## config.mk

```make
export PLATFORM = sky130hd
export DESIGN_NAME = led_strip_running_dot_renderer_top
export DESIGN_NICKNAME = d
export VERILOG_FILES = /design/src/design/rldr_pkg.sv /design/src/design/rldr_ram.sv /design/src/design/rldr_cfg_regs.sv /design/src/design/rldr_pix_pipe.sv /design/src/design/led_strip_running_dot_renderer_top.sv
export SDC_FILE = /design/constraint.sdc
export NUM_CORES = 2
export LEC_CHECK = 0
export BUFFER_PORTS_ARGS = -buffer_cell sky130_fd_sc_hd__buf_2
export CORE_ASPECT_RATIO = 0.7
export CORE_MARGIN = 2
export CORE_UTILIZATION = 60
export DETAILED_ROUTE_END_ITERATION = 12
export MAX_ROUTING_LAYER = met4
export PLACE_DENSITY_LB_ADDON = 0.05
export SYNTH_ARGS = -nofsm -noshare
export SYNTH_HDL_FRONTEND = slang
export SYNTH_SLANG_ARGS = --single-unit
```

## constraint.sdc

```tcl
create_clock -name aclk -period 14.06 [get_ports aclk]
set_input_delay 1.406 -clock aclk [delete_from_list [all_inputs] [get_ports aclk]]
set_output_delay 1.406 -clock aclk [all_outputs]
set_load 0.01 [all_outputs]
```

## src/design/rldr_pkg.sv

```systemverilog
// Shared types, constants and codes for the LED strip running-dot renderer.
package rldr_pkg;

    // Strip and slot sizing
    localparam int LED_COUNT = 1000;
    localparam int MAX_DOTS  = 16;
    localparam int SLOT_W    = (MAX_DOTS > 1) ? $clog2(MAX_DOTS) : 1;
    localparam int IDX_W     = $clog2(MAX_DOTS + 1);
    localparam int CNT_W     = $clog2(MAX_DOTS + 1);

    // Fixed-point widths
    localparam int POS_W    = 26;     // Q10.16
    localparam int TRAVEL_W = 40;     // Q8.16 step times 16-bit ms
    localparam int SUM_W    = TRAVEL_W + 1;
    localparam logic [SUM_W-1:0] END_POS = SUM_W'(LED_COUNT) << 16;

    // Command codes
    localparam logic [1:0] CMD_TRIGGER = 2'd0;
    localparam logic [1:0] CMD_ADVANCE = 2'd1;
    localparam logic [1:0] CMD_RENDER  = 2'd2;

    // Configuration register indexes
    localparam int CFG_IDX_W = 3;
    localparam int CFG_DATA_W = 24;
    localparam logic [CFG_IDX_W-1:0] REG_STEP_PER_MS = 3'd0;
    localparam logic [CFG_IDX_W-1:0] REG_DOT_WIDTH   = 3'd1;
    localparam logic [CFG_IDX_W-1:0] REG_WIDTH_RECIP = 3'd2;
    localparam logic [CFG_IDX_W-1:0] REG_DOT_RED     = 3'd3;
    localparam logic [CFG_IDX_W-1:0] REG_DOT_GREEN   = 3'd4;
    localparam logic [CFG_IDX_W-1:0] REG_DOT_BLUE    = 3'd5;

    // Configuration reset values
    localparam logic [23:0] RST_STEP_PER_MS = 24'd1966;
    localparam logic [17:0] RST_DOT_WIDTH   = 18'd7680;
    localparam logic [15:0] RST_WIDTH_RECIP = 16'd2185;
    localparam logic [7:0]  RST_COLOR       = 8'd255;

    typedef struct packed {
        logic [1:0]  cmd;
        logic [15:0] elapsed_ms;
        logic [9:0]  pixel_index;
    } in_item_t;

    typedef struct packed {
        logic [7:0] red;
        logic [7:0] green;
        logic [7:0] blue;
        logic [4:0] active_count;
        logic       dropped;
    } out_item_t;

    typedef struct packed {
        logic [23:0] step_per_ms;
        logic [17:0] dot_width;
        logic [15:0] width_recip;
        logic [7:0]  dot_red;
        logic [7:0]  dot_green;
        logic [7:0]  dot_blue;
    } cfg_t;

    typedef struct packed {
        logic             hit;
        logic [POS_W-1:0] gap;
    } pix_in_t;

    typedef struct packed {
        logic [7:0] red;
        logic [7:0] green;
        logic [7:0] blue;
    } rgb_t;

    typedef enum logic [2:0] {
        ST_IDLE = 3'b001,
        ST_WALK = 3'b010,
        ST_DONE = 3'b100
    } state_t;

endpackage

```

## src/design/rldr_ram.sv

```systemverilog
// Generic simple dual-port RAM with registered read.
module rldr_ram #(
    parameter int WIDTH = 8,
    parameter int DEPTH = 16,
    localparam int AW = (DEPTH > 1) ? $clog2(DEPTH) : 1
) (
    input  logic             aclk,
    input  logic             we,
    input  logic [AW-1:0]    waddr,
    input  logic [WIDTH-1:0] wdata,
    input  logic             re,
    input  logic [AW-1:0]    raddr,
    output logic [WIDTH-1:0] rdata
);

    logic [WIDTH-1:0] mem [DEPTH];

    // Write port and registered read port
    always_ff @(posedge aclk) begin
        if (we) begin
            mem[waddr] <= wdata;
        end
        if (re) begin
            rdata <= mem[raddr];
        end
    end

endmodule

```

## src/design/rldr_cfg_regs.sv

```systemverilog
// Configuration register file for the running-dot renderer.
module rldr_cfg_regs (
    input  logic                             aclk,
    input  logic                             aresetn,
    input  logic                             cfg_wr_en,
    input  logic [rldr_pkg::CFG_IDX_W-1:0]   cfg_index,
    input  logic [rldr_pkg::CFG_DATA_W-1:0]  cfg_wdata,
    output rldr_pkg::cfg_t                   cfg
);
    import rldr_pkg::*;

    cfg_t cfg_reg;

    // Register writes; upper data bits beyond a register are dropped
    always_ff @(posedge aclk) begin
        if (!aresetn) begin
            cfg_reg.step_per_ms <= RST_STEP_PER_MS;
            cfg_reg.dot_width   <= RST_DOT_WIDTH;
            cfg_reg.width_recip <= RST_WIDTH_RECIP;
            cfg_reg.dot_red     <= RST_COLOR;
            cfg_reg.dot_green   <= RST_COLOR;
            cfg_reg.dot_blue    <= RST_COLOR;
        end else if (cfg_wr_en) begin
            case (cfg_index)
                REG_STEP_PER_MS: cfg_reg.step_per_ms <= cfg_wdata[23:0];
                REG_DOT_WIDTH:   cfg_reg.dot_width   <= cfg_wdata[17:0];
                REG_WIDTH_RECIP: cfg_reg.width_recip <= cfg_wdata[15:0];
                REG_DOT_RED:     cfg_reg.dot_red     <= cfg_wdata[7:0];
                REG_DOT_GREEN:   cfg_reg.dot_green   <= cfg_wdata[7:0];
                REG_DOT_BLUE:    cfg_reg.dot_blue    <= cfg_wdata[7:0];
                default: ;
            endcase
        end
    end

    assign cfg = cfg_reg;

endmodule

```

## src/design/rldr_pix_pipe.sv

```systemverilog
// Pixel shading pipeline: falloff, color scaling and saturating accumulation.
module rldr_pix_pipe (
    input  logic              aclk,
    input  logic              aresetn,
    input  logic              clear,
    input  rldr_pkg::pix_in_t pix_in,
    input  rldr_pkg::cfg_t    cfg,
    output logic              busy,
    output rldr_pkg::rgb_t    acc
);
    import rldr_pkg::*;

    logic             hit_a_reg, hit_b_reg, hit_c_reg;
    logic [POS_W-1:0] dist_a_reg;
    logic [POS_W-1:0] frac_b_reg;
    rgb_t             contrib_c_reg;
    rgb_t             acc_reg;

    logic [POS_W+15:0] frac_prod;
    logic [16:0]       bright;
    logic [24:0]       prod_r, prod_g, prod_b;

    function automatic logic [7:0] sat_add(input logic [7:0] a, input logic [7:0] b);
        logic [8:0] s;
        s = {1'b0, a} + {1'b0, b};
        return s[8] ? 8'hFF : s[7:0];
    endfunction

    // Stage b: distance times reciprocal
    assign frac_prod = dist_a_reg * cfg.width_recip;

    // Stage c: brightness and per-channel scaling
    always_comb begin
        if (frac_b_reg[POS_W-1:16] != '0) begin
            bright = 17'd0;
        end else begin
            bright = 17'h10000 - {1'b0, frac_b_reg[15:0]};
        end
        prod_r = cfg.dot_red   * bright;
        prod_g = cfg.dot_green * bright;
        prod_b = cfg.dot_blue  * bright;
    end

    // Stage flags
    always_ff @(posedge aclk) begin
        if (!aresetn) begin
            hit_a_reg <= 1'b0;
            hit_b_reg <= 1'b0;
            hit_c_reg <= 1'b0;
        end else begin
            hit_a_reg <= pix_in.hit;
            hit_b_reg <= hit_a_reg;
            hit_c_reg <= hit_b_reg;
        end
    end

    // Stage payloads
    always_ff @(posedge aclk) begin
        dist_a_reg          <= pix_in.gap;
        frac_b_reg          <= frac_prod[POS_W+15:16];
        contrib_c_reg.red   <= prod_r[23:16];
        contrib_c_reg.green <= prod_g[23:16];
        contrib_c_reg.blue  <= prod_b[23:16];
    end

    // Accumulator, cleared at the start of every item
    always_ff @(posedge aclk) begin
        if (!aresetn || clear) begin
            acc_reg <= '0;
        end else if (hit_c_reg) begin
            acc_reg.red   <= sat_add(acc_reg.red,   contrib_c_reg.red);
            acc_reg.green <= sat_add(acc_reg.green, contrib_c_reg.green);
            acc_reg.blue  <= sat_add(acc_reg.blue,  contrib_c_reg.blue);
        end
    end

    assign busy = hit_a_reg | hit_b_reg | hit_c_reg;
    assign acc  = acc_reg;

endmodule

```

## src/design/led_strip_running_dot_renderer_top.sv

```systemverilog
// Top level of the running-dot renderer: slot sequencer around the position RAM.
// Trigger, unused command and zero-time advance go straight to the done state; the result is registered from there.
// Advance: one RAM read per slot, with the write-back in the cycle after the read.
// Render: slot walk plus the four-stage shading pipeline.
// One item at a time; the next item is taken while the previous result waits.
// Synchronous active-low reset empties all slots and restores config defaults.
module led_strip_running_dot_renderer_top (
    input  logic                             aclk,
    input  logic                             aresetn,
    input  logic                             s_valid,
    output logic                             s_ready,
    input  rldr_pkg::in_item_t               s_item,
    output logic                             m_valid,
    input  logic                             m_ready,
    output rldr_pkg::out_item_t              m_item,
    input  logic                             cfg_wr_en,
    input  logic [rldr_pkg::CFG_IDX_W-1:0]   cfg_index,
    input  logic [rldr_pkg::CFG_DATA_W-1:0]  cfg_wdata
);
    import rldr_pkg::*;

    cfg_t cfg;

    state_t                state_reg, state_next;
    logic [1:0]            cmd_reg, cmd_next;
    logic [TRAVEL_W-1:0]   travel_reg, travel_next;
    logic [9:0]            px_reg, px_next;
    logic                  px_ok_reg, px_ok_next;
    logic                  dropped_reg, dropped_next;
    logic [IDX_W-1:0]      rd_idx_reg, rd_idx_next;
    logic                  p1_vld_reg;
    logic [SLOT_W-1:0]     p1_slot_reg;
    logic [MAX_DOTS-1:0]   valid_reg, valid_next;
    logic [CNT_W-1:0]      cnt_reg, cnt_next;
    logic                  m_valid_reg;
    out_item_t             out_reg;

    logic                  s_acc;
    logic                  out_free;
    logic                  free_found;
    logic [SLOT_W-1:0]     free_slot;
    logic                  rd_en;
    logic [SLOT_W-1:0]     rd_slot;
    logic [POS_W-1:0]      rd_data;
    logic                  ram_we;
    logic [SLOT_W-1:0]     ram_waddr;
    logic [POS_W-1:0]      ram_wdata;
    logic                  slot_live;
    logic [SUM_W-1:0]      adv_sum;
    logic [POS_W-1:0]      px_pos, w_pos, gap;
    pix_in_t               pix_in;
    logic                  pipe_busy;
    rgb_t                  acc;

    rldr_cfg_regs u_cfg (
        .aclk      (aclk),
        .aresetn   (aresetn),
        .cfg_wr_en (cfg_wr_en),
        .cfg_index (cfg_index),
        .cfg_wdata (cfg_wdata),
        .cfg       (cfg)
    );

    rldr_ram #(.WIDTH(POS_W), .DEPTH(MAX_DOTS)) u_pos_ram (
        .aclk  (aclk),
        .we    (ram_we),
        .waddr (ram_waddr),
        .wdata (ram_wdata),
        .re    (rd_en),
        .raddr (rd_slot),
        .rdata (rd_data)
    );

    rldr_pix_pipe u_pipe (
        .aclk    (aclk),
        .aresetn (aresetn),
        .clear   (s_acc),
        .pix_in  (pix_in),
        .cfg     (cfg),
        .busy    (pipe_busy),
        .acc     (acc)
    );

    assign s_ready  = (state_reg == ST_IDLE);
    assign s_acc    = s_valid && s_ready;
    assign out_free = !m_valid_reg || m_ready;

    // First empty slot, lowest index wins
    always_comb begin
        free_found = 1'b0;
        free_slot  = '0;
        for (int i = MAX_DOTS - 1; i >= 0; i--) begin
            if (!valid_reg[i]) begin
                free_found = 1'b1;
                free_slot  = SLOT_W'(i);
            end
        end
    end

    // Slot walk read side
    assign rd_en   = (state_reg == ST_WALK) && (rd_idx_reg != IDX_W'(MAX_DOTS));
    assign rd_slot = rd_idx_reg[SLOT_W-1:0];

    // Data returned for the slot read last cycle
    assign slot_live = p1_vld_reg && valid_reg[p1_slot_reg];
    assign adv_sum   = {{(SUM_W - POS_W){1'b0}}, rd_data} + {1'b0, travel_reg};
    assign px_pos    = {px_reg, 16'b0};
    assign w_pos     = {cfg.dot_width, 8'b0};
    assign gap       = (px_pos >= rd_data) ? (px_pos - rd_data) : (rd_data - px_pos);

    always_comb begin
        pix_in.hit = slot_live && (cmd_reg == CMD_RENDER) && px_ok_reg && (gap < w_pos);
        pix_in.gap = gap;
    end

    // RAM write: new dot on trigger, write-back of surviving dots on advance.
    // Write-back of slot k lands while slot k+1 is read, so addresses never collide.
    always_comb begin
        ram_we    = 1'b0;
        ram_waddr = p1_slot_reg;
        ram_wdata = adv_sum[POS_W-1:0];
        if (s_acc && (s_item.cmd == CMD_TRIGGER) && free_found) begin
            ram_we    = 1'b1;
            ram_waddr = free_slot;
            ram_wdata = '0;
        end else if (slot_live && (cmd_reg == CMD_ADVANCE) && (adv_sum < END_POS)) begin
            ram_we = 1'b1;
        end
    end

    // Sequencer next state
    always_comb begin
        state_next   = state_reg;
        cmd_next     = cmd_reg;
        travel_next  = travel_reg;
        px_next      = px_reg;
        px_ok_next   = px_ok_reg;
        dropped_next = dropped_reg;
        rd_idx_next  = rd_idx_reg;
        valid_next   = valid_reg;
        cnt_next     = cnt_reg;
        case (state_reg)
            ST_IDLE: begin
                if (s_acc) begin
                    cmd_next     = s_item.cmd;
                    dropped_next = 1'b0;
                    rd_idx_next  = '0;
                    travel_next  = cfg.step_per_ms * s_item.elapsed_ms;
                    px_next      = s_item.pixel_index;
                    px_ok_next   = (s_item.pixel_index < 10'(LED_COUNT));
                    state_next   = ST_DONE;
                    case (s_item.cmd)
                        CMD_TRIGGER: begin
                            if (free_found) begin
                                valid_next[free_slot] = 1'b1;
                                cnt_next = cnt_reg + 1'b1;
                            end else begin
                                dropped_next = 1'b1;
                            end
                        end
                        CMD_ADVANCE: begin
                            if (s_item.elapsed_ms != '0) begin
                                state_next = ST_WALK;
                            end
                        end
                        CMD_RENDER: begin
                            state_next = ST_WALK;
                        end
                        default: ;
                    endcase
                end
            end
            ST_WALK: begin
                if (rd_en) begin
                    rd_idx_next = rd_idx_reg + 1'b1;
                end
                // Dot pushed past the strip end leaves its slot
                if (slot_live && (cmd_reg == CMD_ADVANCE) && (adv_sum >= END_POS)) begin
                    valid_next[p1_slot_reg] = 1'b0;
                    cnt_next = cnt_reg - 1'b1;
                end
                if (!rd_en && !p1_vld_reg && !pipe_busy) begin
                    state_next = ST_DONE;
                end
            end
            ST_DONE: begin
                if (out_free) begin
                    state_next = ST_IDLE;
                end
            end
            default: begin
                state_next = ST_IDLE;
            end
        endcase
    end

    // Control registers
    always_ff @(posedge aclk) begin
        if (!aresetn) begin
            state_reg   <= ST_IDLE;
            valid_reg   <= '0;
            cnt_reg     <= '0;
            p1_vld_reg  <= 1'b0;
            rd_idx_reg  <= '0;
            m_valid_reg <= 1'b0;
        end else begin
            state_reg  <= state_next;
            valid_reg  <= valid_next;
            cnt_reg    <= cnt_next;
            p1_vld_reg <= rd_en;
            rd_idx_reg <= rd_idx_next;
            if ((state_reg == ST_DONE) && out_free) begin
                m_valid_reg <= 1'b1;
            end else if (m_ready) begin
                m_valid_reg <= 1'b0;
            end
        end
    end

    // Item payload registers
    always_ff @(posedge aclk) begin
        cmd_reg     <= cmd_next;
        travel_reg  <= travel_next;
        px_reg      <= px_next;
        px_ok_reg   <= px_ok_next;
        dropped_reg <= dropped_next;
        p1_slot_reg <= rd_slot;
    end

    // Output register
    always_ff @(posedge aclk) begin
        if ((state_reg == ST_DONE) && out_free) begin
            out_reg.red          <= acc.red;
            out_reg.green        <= acc.green;
            out_reg.blue         <= acc.blue;
            out_reg.active_count <= 5'(cnt_reg);
            out_reg.dropped      <= dropped_reg;
        end
    end

    assign m_valid = m_valid_reg;
    assign m_item  = out_reg;

    // Live count tracks the slot flags
    a_cnt_matches: assert property (@(posedge aclk) disable iff (!aresetn)
        cnt_reg == CNT_W'($countones(valid_reg)))
        else $error("active count out of step with slot flags");

    // Write-back never targets the slot being read
    a_no_rw_clash: assert property (@(posedge aclk) disable iff (!aresetn)
        (ram_we && rd_en) |-> (ram_waddr != rd_slot))
        else $error("RAM write and read hit the same slot");

    // A drop is reported only with every slot occupied
    a_drop_full: assert property (@(posedge aclk) disable iff (!aresetn)
        (m_valid_reg && out_reg.dropped) |-> (out_reg.active_count == 5'(MAX_DOTS)))
        else $error("drop reported with a free slot");

    // Shading pipeline is empty whenever a new item can be taken
    a_pipe_idle: assert property (@(posedge aclk) disable iff (!aresetn)
        s_ready |-> (!pipe_busy && !p1_vld_reg))
        else $error("slot walk still in flight while idle");

endmodule

```

==> flow_summary.yaml <==
logic_synthesis:
  synth_flop_cell: "sky130_fd_sc_hd__edfxtp_1"
  synth_warnings: 0
  synth_fp_nets: 7780
  synth_cells: 6373
  ys_async_sr_fraction_pct: 0
  syn_area_sq_um: 67100
  synth_seq_cells: 746
  synth_area_per_cell_sq_um: 10.5
  post_synth_num_cell_types: 79
  synth_enable_flop_cells: 526
  synth.yosys.seq_area_share_pct: 30.1
layout:
  layout.cells.non_filler: 7877
  largest_register_ffs: 416
  sequential_cell_area_sq_um: 20200
  finalNetCount: 7759
  final_cell_mix: "sky130_fd_sc_hd__inv_1, sky130_fd_sc_hd__fa_1, sky130_fd_sc_hd__nand2_1"
  final_design_area_no_fill_sq_um: 71600
  layout_commonest_cell: "sky130_fd_sc_hd__inv_1"
  combined_area_of_the_multi_input_logic_cells_sq_um: 41700
  final_layout_size_suffix_gt1_share_pct: 7.56
  area_growth_pct: 6.69
  final.fill_count: 8852
die:
  die_width_microns: 404
  fp.dieH_microns: 284
  floorplan_row_count: 102
  initial_core_util_pct: 60.6
  num_io_pins: 92
  placeableCoreArea_sq_um: 111000
  die_area_sq_um: 115000
detailed_routing:
  num_vias: 45600
  detail-route-antenna-nets: 0
  postRouteWirelength_microns: 168000
  route.detailed.drc: 0
  drt-vias-per-instance: 5.79
  routedWlPerCell_microns: 21.4
  detailedRoute.firstPassIterationCount: 6
  drt_iter0_markers: 3998
cts:
  cts_made_buffers: 73
  cts_htree_levels: 3
  post_cts_resize_count: 0
  holdBufCountCts: 0
  cts_setup_buffers: 0
  cts.path.max_buffers: 3
  clkSinkCount: 746
  tritoncts: "done"
  clk_pin_slew_worst_paths_ps: 60
  clock_root_buffer: "sky130_fd_sc_hd__clkbuf_16"
  clk_latency_ps: 700
hold_path:
  holdCritPathClass: "flop to flop"
  worst_hold_path.endpoint: "u_pipe.hit_b_reg"
  worstHoldPathCells: 1
  start_point_of_the_worst_min_delay_path: "u_pipe.hit_a_reg"
timing:
  maxSlewViolCount: 0
  rsz0062_at_grt: "no"
  tns_ps: 0
  number_of_hold_violations_in_the_final_report: 0
  clock_skew_ps: 60.3
  min_period_ps: 7800
  maxClockFrequency_mhz: 128
  final.period_utilization_pct: 55.5
  setup-violations-final: 0
  slew_headroom_pct: 22.5
  final_hold_slack_ps: 456
  transition_time_at_the_pin_with_the_least_slew_margin_ps: 1160
pwr:
  cellLeakagePower_uw: 0.0315
  ir_drop_mv: 0.216
  seq_power_share_pct: 28.8
  internal_power_consumption_uw: 6170
  power.combinational.fraction_pct: 52.6
  share_clk_of_total_power_pct: 18.6
  design_power_total_uw: 10600
  pwr_density_cell_nw_per_um2: 148
  p_sw_share_pct: 41.9
  power_switching_uw: 4450
grt:
  globalRouteMet2Util_pct: 45.0
  track_usage_pct: 31.2
  grt_pass1_wl_microns: 269000
  gr-usage-met3_pct: 6.71
  grt.busiest_layer: "met1"
  grt-ovfl-total: 0
  grt_max_degree: 71
  vias_in_the_first_global_route: 46600
  use_met1_pct: 45.9
  number_of_antenna_violations_at_the_first_check_in_global_routing: 8
place:
  finalWeightedCongestion: 0.939
  post-place-cells: 7733
  buffer_ports.inserted: 91
  place_area_sq_um: 69200
  detailedPlacementHpwl_microns: 119000
critical_path:
  endpoint_kind: "flop"
  timing.critical_path.required_ps: 14620
  crit_path_start_kind: "flop"
  timing.reg2reg.setup_slack_ps: 6260
  crit-reg2reg-capture: "u_pipe.frac_b_reg[25]"
  reg2reg_from: "u_pipe.dist_a_reg[10]"
  ff2ff_path_depth: 23
  worst_ep_arrival_time_ps: 8360
  crit_fanout: 16
  timing_worst_setup_path_type: "flop to flop"
run_status:
  outcome: "completed"
flow_run:
  cap_violations: 0
through the flow:
stage / worst slack, ps / util [%]
2_1_floorplan: 6350 / -
3_3_place_gp: 5740 / 62.4
3_5_place_dp: 5740 / 62.4
4_1_cts: 6240 / 64.6
5_1_grt: 5820 / 64.6
6_report: 6260 / 64.6
synth_stat cells, drive strengths merged (10+ instances only):
cell type,instances,share of area (%)
o21a,27,0.30
a21oi,205,1.5
mux2i,10,0.15
dfxtp,220,6.6
inv,1134,6.3
nand2,901,5.0
fa,909,27
xor2,50,0.65
nand4,28,0.26
mux4,135,4.5
or3,12,0.11
buf,20,0.13
a2111oi,10,0.20
nor4,30,0.28
nor2,172,0.96
a31oi,17,0.18
edfxtp,526,24
clkbuf,260,1.5
o211ai,14,0.16
and3,57,0.53
nand2b,19,0.18
a21boi,11,0.12
a211oi,25,0.29
o21bai,16,0.18
ha,438,8.2
xnor2,115,1.5
nand3,81,0.60
o21ai,126,0.95
o31ai,16,0.18
nor3,47,0.35
nor2b,19,0.18
a21o,62,0.69
and2,556,5.2
how the worst max path moves through the flow:
stage                                        to  slack (ps)                   from
after floorplan                  travel_reg[28]        6350             s_item[17]
after global placement           travel_reg[28]        5740             s_item[11]
after detailed placement         travel_reg[28]        5740             s_item[11]
after CTS                 u_pipe.frac_b_reg[25]        6240  u_pipe.dist_a_reg[10]
after global routing      u_pipe.frac_b_reg[25]        5820  u_pipe.dist_a_reg[10]
final                     u_pipe.frac_b_reg[25]        6260  u_pipe.dist_a_reg[10]
area by class of cell:
class	count	area share, %
multi-input cells	4213	58.3
flip-flops and latches	746	28.2
inverters	1134	5.95
clock buffers	98	2.75
well taps	1456	2.55
repair buffers	184	1.61
clock inverters	38	0.587
diodes	8	0.0280
per-layer routing:
| layer | vias to the layer above | wire length, microns |
|---|---|---|
| li1 | 20400 | - |
| met5 | - | 0 |
| met4 | 0 | 3860 |
| met1 | 23200 | 74800 |
| met3 | 233 | 15400 |
| met2 | 1805 | 74100 |
critical path, cell delays in order (launching register included):
cell and delay (ps):
sky130_fd_sc_hd__dfxtp_1 1070, sky130_fd_sc_hd__nand2_1 170, sky130_fd_sc_hd__fa_1 520, sky130_fd_sc_hd__fa_1 530, sky130_fd_sc_hd__fa_1 510, sky130_fd_sc_hd__inv_1 50, sky130_fd_sc_hd__fa_1 520, sky130_fd_sc_hd__fa_1 520
sky130_fd_sc_hd__inv_1 60, sky130_fd_sc_hd__fa_1 480, sky130_fd_sc_hd__inv_1 40, sky130_fd_sc_hd__ha_1 290, sky130_fd_sc_hd__a21oi_1 190, sky130_fd_sc_hd__o21ai_0 330, sky130_fd_sc_hd__a2111oi_0 530, sky130_fd_sc_hd__nand2_1 90
sky130_fd_sc_hd__a21oi_1 180, sky130_fd_sc_hd__o21ai_0 130, sky130_fd_sc_hd__buf_4 170, sky130_fd_sc_hd__a41o_1 310, sky130_fd_sc_hd__a211oi_1 370, sky130_fd_sc_hd__nor2_1 180, sky130_fd_sc_hd__a21o_1 200, sky130_fd_sc_hd__a311oi_1 240
logic make-up (layout without fill, tap and decap cells):
family	Yosys count	in the layout	share of synthesized area [%]
flip-flops	746	746	30.1
multiplexers	147	147	4.72
other	0	8	0
XOR/XNOR	165	165	2.15
AND/OR/NAND/NOR	1961	1961	14.2
adder cells (fa/ha/maj)	1347	1347	35.3
buffers and inverters	1414	1454	7.93
AO/OA/AOI/OAI	593	593	5.64
power by group through the flow:
stage                     Clock, uW  Sequential, uW  Combinational, uW
after floorplan                   0            3040               4020
after global placement            0            3100               5450
after detailed placement          0            3100               5550
after CTS                      2010            3060               5610
after global routing           2100            3070               6330
final                          1970            3060               5580
Power figures use the tool's default switching activity.
